`config.mk`:
```
export PLATFORM = sky130hd
export DESIGN_NAME = spot_prep
export DESIGN_NICKNAME = d
export VERILOG_FILES = /design/src/design/spot_pkg.sv /design/src/design/spot_prep.sv
export SDC_FILE = /design/constraint.sdc
export NUM_CORES = 1
export LEC_CHECK = 0
export BUFFER_PORTS_ARGS = -buffer_cell sky130_fd_sc_hd__buf_2
export CORE_MARGIN = 3
export CORE_UTILIZATION = 40
export DETAILED_ROUTE_END_ITERATION = 10
export GPL_ROUTABILITY_DRIVEN = 0
export PLACE_DENSITY = 0.69
export SYNTH_ARGS = -nofsm -noshare
export SYNTH_HDL_FRONTEND = slang
export SYNTH_SLANG_ARGS = --single-unit
```
`constraint.sdc`:
```
create_clock -name vclk -period 7.6
set_input_delay 0.76 -clock vclk [all_inputs]
set_output_delay 0.76 -clock vclk [all_outputs]
set_load 0.005 [all_outputs]
```
`src/design/spot_pkg.sv`:
```
package spot_pkg;

  // Radius fields are fixed at Q14.4 whatever the coordinate width
  localparam int RADIUS_W = 18;
  // Operands of the squaring stage: doubled radius or radius sum
  localparam int SQ_W     = RADIUS_W + 1;
  localparam int SQR_W    = 2 * SQ_W;

  typedef enum logic [1:0] {
    MODE_RECT_RECT     = 2'd0,
    MODE_RECT_CIRCLE   = 2'd1,
    MODE_CIRCLE_CIRCLE = 2'd2,
    MODE_NONE          = 2'd3
  } spot_mode_t;

  // Prepared pair: either already decided, or left to the corner/distance test
  typedef struct packed {
    logic            decided;
    logic            early_hit;
    logic [SQ_W-1:0] ea;
    logic [SQ_W-1:0] eb;
    logic [SQ_W-1:0] lim;
  } spot_req_t;

  typedef struct packed {
    logic             decided;
    logic             early_hit;
    logic [SQR_W-1:0] ea2;
    logic [SQR_W-1:0] eb2;
    logic [SQR_W-1:0] lim2;
  } spot_sq_t;

endpackage

```
`src/design/spot_prep.sv`:
```
module spot_prep #(
  parameter int COORD_WIDTH = 20
) (
  input  logic [1:0]                          mode,
  input  logic                                eligible,
  input  logic signed [COORD_WIDTH-1:0]       first_left,
  input  logic signed [COORD_WIDTH-1:0]       first_top,
  input  logic signed [COORD_WIDTH-1:0]       first_right,
  input  logic signed [COORD_WIDTH-1:0]       first_bottom,
  input  logic signed [COORD_WIDTH-1:0]       second_left,
  input  logic signed [COORD_WIDTH-1:0]       second_top,
  input  logic signed [COORD_WIDTH-1:0]       second_right,
  input  logic signed [COORD_WIDTH-1:0]       second_bottom,
  input  logic [spot_pkg::RADIUS_W-1:0]       first_radius,
  input  logic [spot_pkg::RADIUS_W-1:0]       second_radius,
  output spot_pkg::spot_req_t                 req
);

  // Working width: room for doubled coordinates, sums and sign
  localparam int EW = ((COORD_WIDTH > spot_pkg::SQ_W) ? COORD_WIDTH : spot_pkg::SQ_W) + 4;
  localparam int RPAD = EW - spot_pkg::RADIUS_W;

  logic signed [EW-1:0] l1_e, t1_e, r1_e, b1_e, l2_e, t2_e;
  logic signed [EW-1:0] ra_e, rb_e;
  logic signed [EW-1:0] ddx, ddy, dx2, dy2, w_e, h_e, rad2_e, ex_e, ey_e;
  logic signed [EW-1:0] cdx, cdy, adx, ady, sum_e;
  logic                 rr_hit, rc_out, rc_in, cc_out;

  assign l1_e = EW'(first_left);
  assign t1_e = EW'(first_top);
  assign r1_e = EW'(first_right);
  assign b1_e = EW'(first_bottom);
  assign l2_e = EW'(second_left);
  assign t2_e = EW'(second_top);
  assign ra_e = $signed({{RPAD{1'b0}}, first_radius});
  assign rb_e = $signed({{RPAD{1'b0}}, second_radius});

  // Rect-rect: both non-empty and strict overlap on both axes
  assign rr_hit = (first_right > first_left) && (first_bottom > first_top) &&
                  (second_right > second_left) && (second_bottom > second_top) &&
                  (first_right > second_left) && (second_right > first_left) &&
                  (first_bottom > second_top) && (second_bottom > first_top);

  // Rect-circle on doubled distances from the box centre
  assign ddx    = (l2_e <<< 1) - (l1_e + r1_e);
  assign ddy    = (t2_e <<< 1) - (t1_e + b1_e);
  assign dx2    = ddx[EW-1] ? -ddx : ddx;
  assign dy2    = ddy[EW-1] ? -ddy : ddy;
  assign w_e    = r1_e - l1_e;
  assign h_e    = b1_e - t1_e;
  assign rad2_e = rb_e <<< 1;
  assign rc_out = (dx2 > w_e + rad2_e) || (dy2 > h_e + rad2_e);
  assign rc_in  = (dx2 <= w_e) || (dy2 <= h_e);
  assign ex_e   = dx2 - w_e;
  assign ey_e   = dy2 - h_e;

  // Circle-circle
  assign cdx    = l2_e - l1_e;
  assign cdy    = t2_e - t1_e;
  assign adx    = cdx[EW-1] ? -cdx : cdx;
  assign ady    = cdy[EW-1] ? -cdy : cdy;
  assign sum_e  = ra_e + rb_e;
  assign cc_out = (adx > sum_e) || (ady > sum_e);

  // Operands are only used when the box test passed, so they fit SQ_W
  always_comb begin
    req.decided   = 1'b1;
    req.early_hit = 1'b0;
    req.ea        = ex_e[spot_pkg::SQ_W-1:0];
    req.eb        = ey_e[spot_pkg::SQ_W-1:0];
    req.lim       = rad2_e[spot_pkg::SQ_W-1:0];
    if (eligible) begin
      unique case (spot_pkg::spot_mode_t'(mode))
        spot_pkg::MODE_RECT_RECT: begin
          req.early_hit = rr_hit;
        end
        spot_pkg::MODE_RECT_CIRCLE: begin
          req.decided   = rc_out || rc_in;
          req.early_hit = !rc_out && rc_in;
        end
        spot_pkg::MODE_CIRCLE_CIRCLE: begin
          req.decided = cc_out;
          req.ea      = adx[spot_pkg::SQ_W-1:0];
          req.eb      = ady[spot_pkg::SQ_W-1:0];
          req.lim     = sum_e[spot_pkg::SQ_W-1:0];
        end
        spot_pkg::MODE_NONE: begin
          req.early_hit = 1'b0;
        end
        default: begin
          req.early_hit = 1'b0;
        end
      endcase
    end
  end

endmodule

```
Yosys cells after proc, flatten, opt, wreduce, memory -nomap -nowiden. Cells that the tools add are included.

Flip-flop bits (word level): 0. Output and inout port bits: 59. Logic and storage cells: 55.

Add/subtract/negate cells: 17. Magnitude comparators: 14. Equality and inequality tests: 2. Mux-type cells: 8. Reduce and logical (&&, ||, !) cells: 14.

Operator list (number): $gt 20x20->1 (8); $mux 24 (4); $sub 20x20->21 (4); $mux 59 (1); $mux 57 (1); $gt 24x20->1 (2); $gt 24x22->1 (2); $le 24x21->1 (2); $neg 21->24 (2); $neg 22->24 (2); $add 21x20->22 (2); $sub 21x21->22 (2); $add 20x20->21 (2); $sub 19x19->19 (2); $add 18x18->19 (1); $logic_and 1x1->1 (8); $logic_or 1x1->1 (4); $pmux 1 s2 (2); $eq 2x1->1 const B (1); $eq 2x2->1 const B (1); $logic_not 2->1 (1); $logic_not 1->1 (1).

Logic depth before layout (Yosys ltp). Gate-level depths: netlist (run 1).

Depth in word-level cells: 10. Gate-level depth with buffers: 32.

Worst setup path before layout (run 1). OpenSTA, ideal clock, no wires.

Path kind: input port to output port. Start: input port first_top[5]. End: output port req[36] (netlist bit). Arrival: 6.401 ns. Data required time: 6.840 ns. Path slack: 0.439 ns. Cell stages on the path: 28. Path buffers: 2. Cells stage by stage: inv_1 > fa_1 > ha_1 > and4_1 > o21ai_0 > o211a_1 > nor2_1 > a21boi_0 > o31a_1 > xnor2_1 > clkbuf_1 > clkbuf_1 > nor2_1 > a21oi_1 > ha_1 > nor2b_1 > o21ai_0 > a21oi_1 > o21ai_0 > nand2b_1 > a21o_1 > a21o_1 > a21o_1 > a41o_1 > a31oi_1 > o21ai_0 > a211o_1 > nand4_1.

RTL lines: start: declaration (line spot_prep.sv:7) `input logic signed [COORD_WIDTH-1:0] first_top,`; end: declaration (line spot_prep.sv:16) `output spot_pkg::spot_req_t req`.

==> impl_metrics.json, run 1 <==
{
  "gr-total-overflow": 0,
  "ctsHoldBuffers": 0,
  "hold_viol": 0,
  "grt_pass1_wl_mm": 104,
  "syn_area_um2": 18900,
  "rsz0062_at_grt": "true",
  "fin_crit_sh_pct": 98.5,
  "met2_length_mm": 31.8,
  "status": "complete, no violations",
  "die-width_um": 223,
  "crit_arrival_ns": 6.73,
  "vdd_drop_max_uv": 163,
  "firstDrtPassIters": 6,
  "die-area_um2": 49800,
  "relSlewSlack_pct": 15.7,
  "met3_wirelength_mm": 4.10,
  "placed_area_um2": 21300,
  "core_um2": 46000,
  "top_layer": "met4",
  "vias": 20400,
  "postSynthCellCount": 2546,
  "p_per_area_nw_per_um2": 286,
  "timing.setup.tns_ns": 0,
  "synth.avg_cell_area_um2": 7.41,
  "grt_max_degree": 66,
  "max_freq_mhz": 134,
  "ys_top_cells_by_area": "ha_1 32%, xnor2_1 7.1%, a21oi_1 6.2%",
  "cpMaxStageDelayCell": "fa_1",
  "seq_area_frac_synth_pct": 0,
  "multi_input_area_um2": 18100,
  "hpwlAfterDp_mm": 59.1,
  "fin_nets": 3581,
  "track_usage_pct": 25.7,
  "critical_path_depth": 33,
  "slowest_delay_ns": 0.44,
  "p_leak_nw": 10.9,
  "start_util_pct": 41.1,
  "drive_above_1_share_pct": 15.1,
  "cp-end-kind": "primary output",
  "tightest_slew_ns": 1.23,
  "io_buffer_count": 258,
  "routed_wl_mm": 67.8,
  "rows": 78,
  "synth-warning-count": 0,
  "min_period_ns": 7.49,
  "startpoint_type": "primary input",
  "crit_start": "first_top[0]",
  "setup_viol": 0,
  "slew_viol_final": 0,
  "drt-met1-wl_mm": 27.7,
  "drt_iter0_drc": 1370,
  "mostFrequentLayoutCell": "ha_1",
  "area_delta_synth_final_pct": 15.0,
  "antenna_left": 0,
  "critPathTopFamily": "compound AO/OA/AOI/OAI gates",
  "dieHeight_um": 223,
  "cp-endpoint": "req[57]",
  "worst-path-buf-inv": 3,
  "ff_latch_area_um2": 0,
  "grt_pass1_vias": 20300,
  "layout.cells.most_common_list": "472 x ha_1, 262 x inv_1, 258 x buf_2",
  "routed_via_density": 5.89,
  "path_max_fanout": 6,
  "fillerInstances": 4516,
  "hold_path_class": "primary input to primary output",
  "ys_types": 83,
  "required_ns": 6.84,
  "boundaryPins": 258,
  "cap_violations": 0,
  "synth_top_cell_by_area": "ha_1",
  "yosysTopAreaCellShare_pct": 31.6,
  "antenna_found_initial": 1,
  "fin_area_um2": 21700,
  "seq_cell_count": 0,
  "criticalPathCategory": "primary input to primary output",
  "drc": 0,
  "wl_per_cell_um": 19.6,
  "nClkBuffers": 0
}
[per-stage QoR]
stage,setup WS [ns],total power (W),util (%),hold WS [ns],cells
finish,0.112,0.00620,47.2,1.92,3455
global route,-0.241,0.00677,47.2,1.95,3455
CTS,0.00853,0.00594,46.4,1.93,3446
detailed placement,-0.165,0.00589,46.4,1.93,3446
global placement,0.0324,0.00573,46.4,1.92,3446
floorplan,0.439,0.00390,-,1.61,2553
[synthesized netlist by cell type, types with 49 or more instances]
cell type and number:
ha_1 477, inv_1 264, a21oi_1 233, nor2_1 163
o21ai_0 153, xnor2_1 153, nand2_1 146, a21o_1 104
xor2_1 94, nand4_1 68, nor2b_1 63, nand2b_1 57
nand3_1 53, fa_1 49
[worst min-delay path by stage]
| stage | to | startpoint | cells after the start | slack (ns) |
|---|---|---|---|---|
| floorplan | req[16] | second_radius[15] | 2 | 1.61 |
| global placement | req[1] | second_radius[0] | 4 | 1.92 |
| detailed placement | req[1] | second_radius[0] | 4 | 1.93 |
| CTS | req[1] | second_radius[0] | 4 | 1.93 |
| global route | req[1] | second_radius[0] | 4 | 1.95 |
| finish | req[1] | second_radius[0] | 4 | 1.92 |
[kinds of logic after synthesis]
| group | share of synthesized area [%] |
|---|---|
| other cells | 0.0199 |
| compound gates | 25.6 |
| buf+inv | 5.81 |
| xor+xnor | 11.8 |
| mux | 0.265 |
| fa+ha+maj | 36.8 |
| simple gates | 19.7 |
[area by class of cell]
class,count,area share [%]
Multi-Input combinational cell,2261,83.5
Antenna cell,1,0.0115
Timing Repair Buffer,329,8.41
Inverter,264,4.59
Tap cell,600,3.46
[where the power goes]
part | leakage, nW | internal (W) | switching [W]
logic | 10.9 | 0.00264 | 0.00357
clock network | 0.00000634 | 0.0000000000176 | 0
registers | 0 | 0 | 0
total | 10.9 | 0.00264 | 0.00357
[metal layers]
layer | vias up | track usage [%]
li1 | 9793 | -
met1 | 9609 | 31.8
met2 | 778 | 45.3
met3 | 183 | 1.46
met4 | 0 | 12.8
met5 | - | 0
[worst min-delay path, delay by kind of cell]
family,cells,cell delay [ns]
buf+inv,2,0.27
simple gates,1,0.06
compound gates,1,0.07
[repair_timing]
item / CTS / global route
hold endpoints to repair: 0 / 0
gates resized for setup: 9 / 76
buffers inserted: 0 / 8
setup endpoints to repair: 2 / 17
pin swaps: 0 / 23
Power figures use the tool's default switching activity.
==> inputs of run 2 (changes only) <==
RECOVER_POWER = 100   (was unset)
==> run 2 against run 1 <==
The run now ends with capacitance limit, slew limit left. Largest cell class unchanged. Highest routed layer unchanged. Via count down 0.26%. Critical path depth down 10. First-iteration DRC count up 2.5%. Utilization down 0.11 points. Routed wire length about the same. Critical path type unchanged.
==> impl_metrics.json, run 2 (synthesized netlist as in run 1, its figures left out) <==
{
  "status": "finished, violations left",
  "violations": "capacitance limit, slew limit",
  "cpMaxStageDelayCell": "a2111oi_1",
  "seq_cell_count": 0,
  "ff_latch_area_um2": 0,
  "crit_arrival_ns": 6.77,
  "grt_pass1_vias": 20300,
  "hold_path_class": "primary input to primary output",
  "tightest_slew_ns": 2.75,
  "cap_violations": 1,
  "vias": 20300,
  "max_freq_mhz": 133,
  "grt_max_degree": 66,
  "fin_crit_sh_pct": 99.1,
  "relSlewSlack_pct": -83.6,
  "vdd_drop_max_uv": 162,
  "multi_input_area_um2": 18100,
  "worstHoldStart": "second_radius[16]",
  "slowest_delay_ns": 0.72,
  "routed_via_density": 5.88,
  "core_um2": 46000,
  "placed_area_um2": 21300,
  "final_core_util_pct": 47.1,
  "grt_pass1_wl_mm": 104,
  "hold_viol": 0,
  "gr-max-usage-layer": "met2",
  "cp-end-kind": "primary output",
  "rows": 78,
  "boundaryPins": 258,
  "fin_area_um2": 21600,
  "globalRouteMet1Util_pct": 31.8,
  "criticalPathCategory": "primary input to primary output",
  "required_ns": 6.84,
  "antenna_found_initial": 1,
  "timing.final.ws_setup_ns": 0.0692,
  "nClkBuffers": 0,
  "startpoint_type": "primary input",
  "firstDrtPassIters": 6,
  "fin_nets": 3581,
  "hpwlAfterDp_mm": 59.1,
  "setup_viol": 0,
  "io_buffer_count": 258,
  "mostFrequentLayoutCell": "ha_1",
  "min_period_ns": 7.53,
  "die-area_um2": 49800,
  "antenna_left": 0,
  "gr-total-overflow": 0,
  "crit_chain": "buf_2, inv_1, buf_4, ha_1, nor2b_1, o211ai_1, a21boi_1, o311ai_1, nand2_1, o311a_1, a2111oi_1, nand2_1, nor2_1, nor2_1, xor2_1, ha_1, nand4_1, or3_1, nor4_1, o2bb2ai_1, o31ai_1, o211ai_1, buf_2",
  "track_usage_pct": 25.7,
  "drt_iter0_drc": 1404,
  "start_util_pct": 41.1,
  "p_leak_nw": 10.8,
  "layout.cells.most_common_list": "473 x ha_1, 262 x inv_1, 229 x buf_2",
  "rsz0062_at_grt": "true",
  "routed_wl_mm": 67.7,
  "path_max_fanout": 4,
  "place_ws_ns": -0.165,
  "area_delta_synth_final_pct": 14.7,
  "die-width_um": 223,
  "drc": 0,
  "grt_use_met3_pct": 1.46,
  "wl_per_cell_um": 19.6,
  "use_met2_pct": 45.3,
  "crit_start": "first_top[1]",
  "fillerInstances": 4526,
  "slew_viol_final": 66,
  "dieHeight_um": 223,
  "drive_above_1_share_pct": 13.9,
  "p_per_area_nw_per_um2": 285
}
-- run 2: changes by cell type in the layout (fill, tap and decap cells not counted) --
| cell | delta |
|---|---|
| buf_2 | -29 |
| ha_2 | -1 |
| buf_4 | -2 |
| and3_1 | +1 |
| and3_2 | -1 |
| clkbuf_1 | +31 |
| nand2_1 | +1 |
| nand2_2 | -1 |
| ha_1 | +1 |
-- run 2: where the power goes --
group,internal [W],switching (W),total [W]
combinational,0.00261,0.00356,0.00617
clock,0.0000000000176,0,0.0000000000176
sequential,0,0,0
total,0.00261,0.00356,0.00617
-- run 2: final timing paths --
kind	endpoint	cells past startpoint
worst max-delay path	req[58]	23
worst min-delay path	req[17]	4
-- run 2: repair_timing --
item	CTS	global route
endpoints found under the setup margin	2	17
resized for setup	9	76
hold endpoints to repair	0	0
buffers inserted	0	8
hold buffers	0	0
pin swaps	0	23
-- run 2: cell type report --
type / instances / area share, %
Timing Repair Buffer: 329 / 8.23
Multi-Input combinational cell: 2261 / 83.7
Tap cell: 600 / 3.47
Inverter: 264 / 4.60
Antenna cell: 1 / 0.0116
-- run 2: per-stage QoR --
step	std cells	hold slack (ns)	setup TNS [ns]	power [W]
4_1_cts	3446	1.93	0	0.00594
6_report	3455	1.93	0	0.00617
5_1_grt	3455	1.96	-0.514	0.00675
2_1_floorplan	2553	1.61	0	0.00390
3_5_place_dp	3446	1.93	-0.257	0.00589
3_3_place_gp	3446	1.92	0	0.00573
-- run 2: critical path: cells and delay by family --
kind                       cells  cell delay [ns]
xor gates and xnor gates       1             0.20
buffers and inverters          4             0.48
and+or+nand+nor                8             2.07
AOI/OAI and AO/OA              8             2.63
adders and majority gates      2             0.63
-- run 2: layer usage --
layer	vias to the layer above	share of wire (%)
met4	0	6.1
met3	170	6.2
li1	9776	-
met5	-	0
met2	808	47
met1	9557	41
==> inputs of run 3 (changes only) <==
--- a/config.mk
+++ b/config.mk
@@ -7,8 +7,9 @@
 export LEC_CHECK = 0
+export ABC_AREA = 1
 export BUFFER_PORTS_ARGS = -buffer_cell sky130_fd_sc_hd__buf_2
 export CORE_MARGIN = 3
-export CORE_UTILIZATION = 40
+export CORE_UTILIZATION = 62
 export DETAILED_ROUTE_END_ITERATION = 10
 export GPL_ROUTABILITY_DRIVEN = 0
-export PLACE_DENSITY = 0.69
+export PLACE_DENSITY = 0.95
 export RECOVER_POWER = 100
==> constraint.sdc (replaced) <==
create_clock -name vclk -period 7.6
set_input_delay 0.38 -clock vclk [all_inputs]
set_output_delay 0.38 -clock vclk [all_outputs]
set_load 0.005 [all_outputs]
==> run 3 against run 2 <==
The flow still finishes with violations (capacitance limit, slew limit). Final area is 1.4% lower. Synthesized area rose by 4.1%. Die area fell by 32%.
==> impl_metrics.json, run 3 <==
{
  "cap_violations": 1,
  "timing.setup.tns_ns": 0,
  "syn_area_um2": 19600,
  "area_delta_synth_final_pct": 8.69,
  "yosysMostFrequentCell": "nand2_1",
  "critPathTopFamily": "simple AND/OR/NAND/NOR gates",
  "antenna_left": 0,
  "relSlewSlack_pct": -61.3,
  "synthMuxAreaShare_pct": 0.0510,
  "violations": "capacitance limit, slew limit",
  "grt_pass1_vias": 20600,
  "worst-path-buf-inv": 7,
  "synthSimpleGateAreaFrac_pct": 26.3,
  "synth_top_cells_by_count": "622 x nand2_1, 533 x inv_1, 477 x ha_1",
  "seq_cell_count": 0,
  "layout.cells.most_common_list": "621 x nand2_1, 533 x inv_1, 477 x ha_1",
  "routed_wl_mm": 67.5,
  "cp-end-kind": "primary output",
  "routed_via_density": 5.99,
  "drt_iter0_drc": 2347,
  "synth-warning-count": 0,
  "dieHeight_um": 184,
  "track_usage_pct": 38.2,
  "drc": 0,
  "critPathMostFrequentCell": "nand2_1",
  "ys_top_cells_by_area": "ha_1 30%, nand2_1 12%, inv_1 10%",
  "rows": 64,
  "ys_types": 70,
  "ctsResizeCount": 0,
  "vias": 22400,
  "synth.avg_cell_area_um2": 6.34,
  "start_util_pct": 63.5,
  "criticalPathCategory": "primary input to primary output",
  "hold_path_class": "primary input to primary output",
  "grt_pass1_wl_mm": 105,
  "io_buffer_count": 258,
  "required_ns": 7.22,
  "placed_area_um2": 21400,
  "slowest_delay_ns": 0.48,
  "synth_top_cell_by_area": "ha_1",
  "path_max_fanout": 14,
  "synth_top_family_by_area": "adder cells",
  "mostFrequentLayoutCell": "nand2_1",
  "min_period_ns": 6.76,
  "synth_compound_area_share_pct": 17.5,
  "grt_max_degree": 60,
  "yosysTopAreaCellShare_pct": 30.4,
  "fin_area_um2": 21300,
  "status": "finished, violations left",
  "setup_viol": 0,
  "cpMaxStageDelayCell": "o21ai_0",
  "tightest_slew_ns": 2.42,
  "synthAdderAreaFrac_pct": 35.4,
  "synthXorXnorAreaFrac_pct": 10.0,
  "hpwlAfterDp_mm": 59.4,
  "rsz0062_at_grt": "false",
  "seq_area_frac_synth_pct": 0,
  "ctsHoldBuffers": 0,
  "ff_latch_area_um2": 0,
  "die-area_um2": 33800,
  "gr-total-overflow": 0,
  "slew_viol_final": 60,
  "nClkBuffers": 0,
  "postSynthCellCount": 3096,
  "fin_nets": 4074,
  "hold_viol": 0,
  "core_um2": 30900,
  "post_cts_buffers": 0,
  "drive_above_1_share_pct": 9.08,
  "wl_per_cell_um": 18.0,
  "die-width_um": 184,
  "antenna_found_initial": 1,
  "crit_arrival_ns": 6.38,
  "max_freq_mhz": 148,
  "startpoint_type": "primary input",
  "fin_crit_sh_pct": 88.9,
  "firstDrtPassIters": 6,
  "boundaryPins": 258
}
## run 3: layout make-up
cell class / count / area (um2)
Tap cell: 396 / 495
Timing Repair Buffer: 260 / 1250
Fill cell: 2646 / 9570
Antenna cell: 1 / 2.50
Inverter: 541 / 2030
Multi-Input combinational cell: 2546 / 17600
## run 3: per-layer routing
metal	routed length, um	up-vias	GRT usage (%)	part of all wire, %
met5	13	-	0	0.019
met2	27200	1449	58.2	40
met4	3570	2	15.6	5.3
met1	26800	9973	51.0	40
li1	-	10800	-	-
met3	10000	227	10.7	15
## run 3: final timing paths
kind	start	to	slack [ns]	depth (start not counted)
max	first_top[3]	req[57]	0.84	36
min	eligible	req[57]	1.17	4
## run 3: cells by family after synthesis
kind of cell | Yosys count
AND/OR/NAND/NOR | 1192
other | 1
multiplexers | 1
adder cells (fa/ha/maj) | 526
XOR/XNOR | 220
AO/OA/AOI/OAI | 599
buffers and inverters | 557
## run 3: tightest hold or removal path, delay by kind of cell
family / cells / cell delay [ns]
buffers and inverters: 3 / 0.31
AO/OA/AOI/OAI: 1 / 0.09
## run 3: through the flow
step,hold WS [ns],utilization (%),worst slack [ns],std cells
after floorplan,0.828,-,2.23,3103
after global placement,1.17,69.2,1.12,3743
after detailed placement,1.17,69.2,0.946,3743
after CTS,1.17,69.2,0.931,3743
after global routing,1.20,69.0,0.259,3743
final,1.17,69.1,0.843,3744
